$ cat src/rtl/kdhd_pkg.sv
// ----------------------------------------------------------------------------
// kdhd_pkg
// shared types and constants for the key debounce and hold detector
// ----------------------------------------------------------------------------
package kdhd_pkg;

  // register indexes on the configuration port
  localparam logic [1:0] CFG_PRESS_SETTLE   = 2'd0;
  localparam logic [1:0] CFG_RELEASE_SETTLE = 2'd1;
  localparam logic [1:0] CFG_HOLD_TIME      = 2'd2;
  localparam logic [1:0] CFG_STARTUP_DL     = 2'd3;

  // reset values of the registers
  localparam logic [15:0] PRESS_SETTLE_RST   = 16'd50;
  localparam logic [15:0] RELEASE_SETTLE_RST = 16'd50;
  localparam logic [15:0] HOLD_TIME_RST      = 16'd900;
  localparam logic [31:0] STARTUP_DL_RST     = 32'd500;

  // external state codes
  localparam logic [2:0] CODE_RELEASED     = 3'd0;
  localparam logic [2:0] CODE_PRESS_WAIT   = 3'd1;
  localparam logic [2:0] CODE_PRESSED      = 3'd2;
  localparam logic [2:0] CODE_HOLD         = 3'd3;
  localparam logic [2:0] CODE_WAIT_RELEASE = 3'd4;

  typedef enum logic [4:0] {
    ST_RELEASED     = 5'b00001,
    ST_PRESS_WAIT   = 5'b00010,
    ST_PRESSED      = 5'b00100,
    ST_HOLD         = 5'b01000,
    ST_WAIT_RELEASE = 5'b10000
  } key_state_e;

  typedef struct packed {
    logic [15:0] press_settle;
    logic [15:0] release_settle;
    logic [15:0] hold_time;
    logic [31:0] startup_dl;
  } kdhd_cfg_t;

  typedef struct packed {
    logic [2:0] state_code;
    logic       press_event;
    logic       locked;
  } kdhd_res_t;

  function automatic logic [2:0] state_code(key_state_e st);
    logic [2:0] code;
    case (st)
      ST_RELEASED:     code = CODE_RELEASED;
      ST_PRESS_WAIT:   code = CODE_PRESS_WAIT;
      ST_PRESSED:      code = CODE_PRESSED;
      ST_HOLD:         code = CODE_HOLD;
      ST_WAIT_RELEASE: code = CODE_WAIT_RELEASE;
      default:         code = CODE_RELEASED;
    endcase
    return code;
  endfunction

endpackage

$ cat src/rtl/key_debounce_hold_detector.sv
// ----------------------------------------------------------------------------
// key_debounce_hold_detector
// debounce and long-press detection for one key, one poll per beat
// ----------------------------------------------------------------------------
// path: an accepted input beat passes the input register, then the result register
// throughput: one poll per cycle while the result channel is not stalled, set by the
// state update between the input register and the result register
// reset: state machine released, press timestamp zero, startup lock set,
// configuration registers at their defaults; no clearing pass
module key_debounce_hold_detector import kdhd_pkg::*; #(
  parameter int unsigned TIME_WIDTH = 32
) (
  input  logic        clk_i,
  input  logic        rst_ni,

  // configuration write port
  input  logic        cfg_we_i,
  input  logic [1:0]  cfg_idx_i,
  input  logic [31:0] cfg_wdata_i,

  // poll input channel
  input  logic        in_valid_i,
  output logic        in_stall_o,
  input  logic        key_level_i,
  input  logic [31:0] now_time_i,

  // result channel
  output logic        out_valid_o,
  input  logic        out_stall_i,
  output logic [2:0]  key_state_code_o,
  output logic        press_event_o,
  output logic        startup_locked_o
);

  kdhd_cfg_t cfg;
  kdhd_res_t res;

  // input register
  logic        in_vld_q;
  logic        key_q;
  logic [31:0] now_q;

  // result register
  logic        out_vld_q;
  kdhd_res_t   res_q;

  logic out_load;
  logic in_load;

  // result register takes a new beat when empty or being drained
  assign out_load = !out_vld_q || !out_stall_i;
  // input register frees up when its beat moves on to the result register
  assign in_load  = !in_vld_q || out_load;

  assign in_stall_o = !in_load;

  kdhd_cfg_regs u_cfg (
    .clk_i       (clk_i),
    .rst_ni      (rst_ni),
    .cfg_we_i    (cfg_we_i),
    .cfg_idx_i   (cfg_idx_i),
    .cfg_wdata_i (cfg_wdata_i),
    .cfg_o       (cfg)
  );

  // state only advances when the poll actually lands in the result register
  kdhd_step #(
    .TIME_WIDTH (TIME_WIDTH)
  ) u_step (
    .clk_i  (clk_i),
    .rst_ni (rst_ni),
    .step_i (in_vld_q && out_load),
    .key_i  (key_q),
    .now_i  (now_q),
    .cfg_i  (cfg),
    .res_o  (res)
  );

  always_ff @(posedge clk_i or negedge rst_ni) begin
    if (!rst_ni) begin
      in_vld_q <= 1'b0;
    end else if (in_load) begin
      in_vld_q <= in_valid_i;
    end
  end

  // payload needs no reset
  always_ff @(posedge clk_i) begin
    if (in_load && in_valid_i) begin
      key_q <= key_level_i;
      now_q <= now_time_i;
    end
  end

  always_ff @(posedge clk_i or negedge rst_ni) begin
    if (!rst_ni) begin
      out_vld_q <= 1'b0;
    end else if (out_load) begin
      out_vld_q <= in_vld_q;
    end
  end

  always_ff @(posedge clk_i) begin
    if (out_load && in_vld_q) begin
      res_q <= res;
    end
  end

  assign out_valid_o      = out_vld_q;
  assign key_state_code_o = res_q.state_code;
  assign press_event_o    = res_q.press_event;
  assign startup_locked_o = res_q.locked;

endmodule

$ cat src/rtl/kdhd_cfg_regs.sv
// ----------------------------------------------------------------------------
// kdhd_cfg_regs
// configuration register file, write only
// ----------------------------------------------------------------------------
module kdhd_cfg_regs import kdhd_pkg::*; (
  input  logic        clk_i,
  input  logic        rst_ni,
  input  logic        cfg_we_i,
  input  logic [1:0]  cfg_idx_i,
  input  logic [31:0] cfg_wdata_i,
  output kdhd_cfg_t   cfg_o
);

  kdhd_cfg_t cfg_q;

  always_ff @(posedge clk_i or negedge rst_ni) begin
    if (!rst_ni) begin
      cfg_q.press_settle   <= PRESS_SETTLE_RST;
      cfg_q.release_settle <= RELEASE_SETTLE_RST;
      cfg_q.hold_time      <= HOLD_TIME_RST;
      cfg_q.startup_dl     <= STARTUP_DL_RST;
    end else if (cfg_we_i) begin
      case (cfg_idx_i)
        CFG_PRESS_SETTLE:   cfg_q.press_settle   <= cfg_wdata_i[15:0];
        CFG_RELEASE_SETTLE: cfg_q.release_settle <= cfg_wdata_i[15:0];
        CFG_HOLD_TIME:      cfg_q.hold_time      <= cfg_wdata_i[15:0];
        CFG_STARTUP_DL:     cfg_q.startup_dl     <= cfg_wdata_i;
        default: ;
      endcase
    end
  end

  assign cfg_o = cfg_q;

endmodule

$ cat src/rtl/kdhd_step.sv
// ----------------------------------------------------------------------------
// kdhd_step
// key state machine, press timestamp and startup lock, one poll a cycle while step_i is high
// ----------------------------------------------------------------------------
module kdhd_step import kdhd_pkg::*; #(
  parameter int unsigned TIME_WIDTH = 32
) (
  input  logic        clk_i,
  input  logic        rst_ni,
  input  logic        step_i,
  input  logic        key_i,
  input  logic [31:0] now_i,
  input  kdhd_cfg_t   cfg_i,
  output kdhd_res_t   res_o
);

  localparam int unsigned CmpWidth = (TIME_WIDTH > 32) ? TIME_WIDTH : 32;

  key_state_e            state_q, state_d;
  logic [TIME_WIDTH-1:0] start_q, start_d;
  logic                  lock_q, lock_d;

  logic [TIME_WIDTH-1:0] now_t;
  logic [TIME_WIDTH-1:0] elapsed;
  logic                  past_dl;

  assign now_t   = TIME_WIDTH'(now_i);
  assign elapsed = now_t - start_q;
  assign past_dl = CmpWidth'(now_t) > CmpWidth'(cfg_i.startup_dl);

  always_comb begin
    state_d = state_q;
    start_d = start_q;
    case (state_q)
      ST_RELEASED: begin
        if (key_i) begin
          state_d = ST_PRESS_WAIT;
          start_d = now_t;
        end
      end
      ST_PRESS_WAIT: begin
        if (elapsed > TIME_WIDTH'(cfg_i.press_settle)) begin
          state_d = key_i ? ST_PRESSED : ST_RELEASED;
        end
      end
      ST_PRESSED: begin
        if (!key_i) begin
          state_d = ST_WAIT_RELEASE;
          start_d = now_t;
        end else if (elapsed > TIME_WIDTH'(cfg_i.hold_time)) begin
          state_d = ST_HOLD;
        end
      end
      ST_HOLD: begin
        if (!key_i) begin
          state_d = ST_WAIT_RELEASE;
          start_d = now_t;
        end
      end
      ST_WAIT_RELEASE: begin
        if (elapsed > TIME_WIDTH'(cfg_i.release_settle)) begin
          state_d = ST_RELEASED;
        end
      end
      default: begin
        // unreachable codes behave as released
        state_d = ST_RELEASED;
        if (key_i) begin
          state_d = ST_PRESS_WAIT;
          start_d = now_t;
        end
      end
    endcase
  end

  assign lock_d = lock_q & ~past_dl;

  always_ff @(posedge clk_i or negedge rst_ni) begin
    if (!rst_ni) begin
      state_q <= ST_RELEASED;
      start_q <= '0;
      lock_q  <= 1'b1;
    end else if (step_i) begin
      state_q <= state_d;
      start_q <= start_d;
      lock_q  <= lock_d;
    end
  end

  assign res_o.state_code  = state_code(state_d);
  assign res_o.press_event = past_dl && (state_q == ST_PRESSED) && !key_i;
  assign res_o.locked      = lock_d;

endmodule

$ cat config.mk
export PLATFORM = sky130hd
export DESIGN_NAME = key_debounce_hold_detector
export DESIGN_NICKNAME = d
export VERILOG_FILES = /design/src/rtl/kdhd_pkg.sv /design/src/rtl/key_debounce_hold_detector.sv /design/src/rtl/kdhd_cfg_regs.sv /design/src/rtl/kdhd_step.sv
export SDC_FILE = /design/constraint.sdc
export NUM_CORES = 1
export LEC_CHECK = 0
export ABC_AREA = 1
export BUFFER_PORTS_ARGS = -buffer_cell sky130_fd_sc_hd__buf_2
export CAP_MARGIN = 15
export CORE_MARGIN = 5
export CORE_UTILIZATION = 40
export DETAILED_ROUTE_END_ITERATION = 8
export SLEW_MARGIN = 20
export SYNTH_ARGS = -nofsm -noshare
export SYNTH_HDL_FRONTEND = slang
export SYNTH_HIERARCHICAL = 1
export SYNTH_SLANG_ARGS = --single-unit
$ cat constraint.sdc
create_clock -name clk_i -period 5.4 [get_ports clk_i]
set_input_delay 0.27 -clock clk_i [delete_from_list [all_inputs] [get_ports clk_i]]
set_output_delay 0.27 -clock clk_i [all_outputs]
set_load 0.02 [all_outputs]
# After elaboration in Yosys (flattened, before gate mapping)
# Index checks and enable logic that the tools add are counted.
# word_totals
regBits	158
in_bits	72
mem_bits_rw	0
latchBits	0
rom_bits	0
output_inout_bits	7
memories	0
wordCells	68
# op_classes
n_addsub	1
mux	13
n_mul	0
div_mod_pow	0
n_shift	0
bitwise	3
n_eq_ne	13
n_lt_le_gt_ge	4
n_reduce_logical	20
# ops
cell	count
$gt A32 B16 Y1	3
$mux W32	2
$pmux W32 S2	1
$gt A32 B32 Y1	1
$sub A32 B32 Y32	1
$mux W5	6
$pmux W5 S5	1
$pmux W3 S4	1
$eq A5 B2 Y1 const B	2
$eq A5 B3 Y1 const B	2
$eq A5 B4 Y1 const B	2
$eq A5 B5 Y1 const B	2
$reduce_and A2 Y1	4
$eq A5 B1 Y1 const B	1
$logic_not A1 Y1	5
$eq A2 B2 Y1 const B	2
$logic_and A1 B1 Y1	4
$reduce_and A4 Y1	1
$reduce_or A2 Y1	2
$mux W3	1
$eq A2 B1 Y1 const B	1
$logic_not A2 Y1	1
$logic_or A1 B1 Y1	2
$mux W2	1
other kinds (4)	5

# Longest topological paths before layout
# depth
ltp_word	7
ltp_mapped	24
mapped_depth_nobuf	24

# By module
# The synthesis kept the hierarchy.
# modules_own_cells
mod	instances	area_per_inst_um2	seq_area_each_um2	cells_each
kdhd_step	1	6346.1	953.4	1057
kdhd_cfg_regs	1	3308.2	2021.9	357
key_debounce_hold_detector	1	1236.2	1191.1	50

# Least setup slack after synthesis
# Ideal clock, no wire load.
# synth_timing
path_type	register -> register
start	register now_q[6]
end	register res_q, in the netlist key_state_code_o[0] (data pin)
t_arrival_ns	2.756
slack_ns	2.385
synth_period_minus_slack_ns	3.015
stages_incl_launch_ff	20
required_ns	5.141
path_buffers	0
setup_time_ns	0.259
cell_sequence	edfxtp_1 -> ha_1 -> nand2_1 -> inv_1 -> a21oi_1 -> nand2_2 -> nand2_1 -> nand2_2 -> xor2_1 -> ha_1 -> nand2_1 -> nor2_1 -> a211oi_1 -> o21ai_0 -> a21oi_1 -> a22o_2 -> nand3_2 -> nand2_2 -> nand2_2 -> or2_1
# synth_lines
element	line_no	text
start, declared	key_debounce_hold_detector.sv:41	logic [31:0] now_q;
start signal, assigned	key_debounce_hold_detector.sv:91	now_q <= now_time_i;
end signal, assigned	key_debounce_hold_detector.sv:105	res_q <= res;
end, declared	key_debounce_hold_detector.sv:45	kdhd_res_t res_q;

==> metrics.cfg <==
[routing]
ant_nets=0
wl_per_cell_um=15.8
drt_iter0_markers=533
drtPass1Iterations=5
drc=0
vias=9545
wl_mm=30.1
vias_per_cell=5.03

[place]
port-buffer-count=78
placed_cells=1851
place_ws_ns=1.73
placed_area_mm2=0.0116
hpwl_mm=23.3
gp_congestion=0.917

[sta]
min_period_over_period=0.694
hold_viol=0
max_clock_freq_mhz=267
layout_min_cycle_time_ns=3.75
maxSlewViolCount=0
rsz0062_at_grt=false
setup_violations=0
tns_ns=0
fin_skew_ns=0.0303
worst_slew_pin_slew_ns=0.943
slew_headroom=0.371
worst_slack_ns=1.65
fin_hold_ws_ns=0.0100

[yosys]
synth.distinct_cells=46
synthXorXnorAreaFrac=0.0121
synthAdderAreaFrac=0.129
synth_common_cells=nand2_1, inv_1, ha_1
async_flop_share=0.759
synth_edf_count=38
synth_compound_area_frac=0.0614
syn_inst=1464
synth_ff_type=dfrtp_1
yosys.area_share.simple=0.305
synth_top_cell_area_share=0.234
synthesis.nets=1648
syn_area_mm2=0.0109
synth_mux_area_frac=0.00103
synth-seq-area-share=0.383
synth_seq_cells=158
synth_top_area_cell=dfrtp_1
synth_warnings=6
yosysMostFrequentCell=nand2_1
synth_area_leaders=dfrtp_1, nand2_1, ha_1
synth_top_family_by_area=simple AND/OR/NAND/NOR gates
avgSynthCellArea_um2=7.44

[pwr]
total_power_mw=6.35
power_density_mw_per_mm2=516
peakVddDrop_mv=0.216
leakage_nw=6.70

[global_route]
grt_max_degree=78
overflow=0
antenna_found_initial=0
grt.total_usage=0.199
grt_pass1_vias=9190
grt_pass1_wl_mm=48.6

[cells_and_area]
final_area_mm2=0.0123
nets=1729
seqCellArea_mm2=0.00417
syn_to_final_growth_pct=13.1
final_cells=1899
drive_gt1_frac=0.114
utilization=0.458
multi_input_area_mm2=0.00555
antenna_cells=0
fillCellCount=2752

[setup_path]
crit_path_end=key_state_code_o[0]
critPathLaunch=now_q[5]
cpPeakStageDelay_ns=0.45
reg2reg_depth=17
required_ns=5.57
critPathKind=register to register
r2r_slack_ns=1.65
cp-end-kind=register
r2r_end=key_state_code_o[0]
worstSetupStartpointType=register
cp_max_fo=4
r2r_start=now_q[5]
cp_cell_sequence=ha_1 > nand2_1 > nor2_1 > nand3_1 > nand3_1 > xor2_1 > ha_1 > a21oi_1 > nor2_1 > a211oi_1 > o21ai_0 > a21oi_1 > a22o_2 > nand3_2 > nand2_2 > nand2_2 > or2_1
cp_slowest_cell=edfxtp_1
critical_path_arrival_ns=3.92

[floorplan]
dieHeight_um=175
rows=60
die-area_mm2=0.0306
die_x_um=175
start_util=0.405
core-area_mm2=0.0269
io_pins=79

[clock_network]
cts_tree=yes
clock_sinks=158
clk_pin_slew_ns=0.07
htreeDepth=4
clockBufferDepth=2
cts_buffers=17
cts_root_buf=clkbuf_16
clk_latency_ns=0.44
cts-resized-gates=0

[worst_hold_path]
hp-class=primary input to register

[run]
drv_cap=0

[status]
outcome=completed

## metal layers
metal,GRT usage,part of all wire
met1,0.283,0.48
met2,0.316,0.45
met3,0.0277,0.049
met4,0.0606,0.023
met5,0,0
## state kept, by name, indices dropped and copies added, names as in the netlist
name and flops:
u_cfg/cfg_o 80, in_vld_q 1, key_state_code_o 3, now_q 32, u_step/state_q 5, out_valid_o 1
key_q 1, u_step/start_q 32, press_event_o 1, startup_locked_o 1, u_step/lock_q 1
## cell usage in the layout (no fill, tap or decap), drive strengths merged, types with 2 or more instances in the layout
master,synthesis,layout
nand2,487,487
inv,263,272
ha,111,111
dfrtp,102,102
nor2,100,100
nand4,88,88
buf,29,85
a21oi,79,79
nand3,59,59
edfxtp,38,38
clkbuf,10,21
dfstp,18,18
dlygate4sd3,0,16
o21ai,15,15
xor2,14,14
nor3,11,11
a211oi,7,7
and2,4,4
a21o,3,3
o221ai,3,3
o211ai,3,3
o21bai,2,2
and3,2,2
a31oi,2,2
o21a,2,2
o2111ai,2,2
clkinv,1,2
## how the worst min path moves through the flow
stage | start | endpoint | slack [ns] | depth (start not counted)
2_1_floorplan | rst_ni | in_vld_q | -0.03 | 0
3_3_place_gp | now_time_i[18] | now_q[18] | 0.45 | 1
3_5_place_dp | now_time_i[29] | now_q[29] | 0.45 | 1
4_1_cts | now_time_i[16] | now_q[16] | 0.0002 | 1
5_1_grt | now_time_i[16] | now_q[16] | 0.002 | 1
6_report | now_time_i[9] | now_q[9] | 0.01 | 1
## power breakdown
group	internal (mW)	switching, mW	total, mW
Sequential	1.50	0.120	1.62
Clock	0.657	0.556	1.21
Combinational	1.27	2.25	3.52
## area by class of cell
type                       instances  share of cell area
inverter                         264              0.0805
multi-input combinational       1003               0.450
clock buffer                      21              0.0392
timing repair buffer             101              0.0495
sequential                       158               0.338
tap                              341              0.0347
clock inverter                    11             0.00732
## what timing repair did
item,in CTS,in global routing
hold buffers,15,1
setup endpoints to repair,0,0
hold endpoints to repair,15,58
setup buffers,0,0
## worst max-delay path: cells and delay by family (launching register included)
family	cells	cell delay [ns]
compound gates	5	0.77
fa+ha+maj	2	0.75
simple gates	9	1.13
xor+xnor	1	0.37
flops	1	0.45
## cells by family after synthesis
kind of cell    count (synthesis)
fa+ha+maj                     112
flops                         158
xor+xnor                       15
simple gates                  756
compound gates                119
mux                             1
buf+inv                       303
Note: power is estimated with default switching activity, not from simulation.
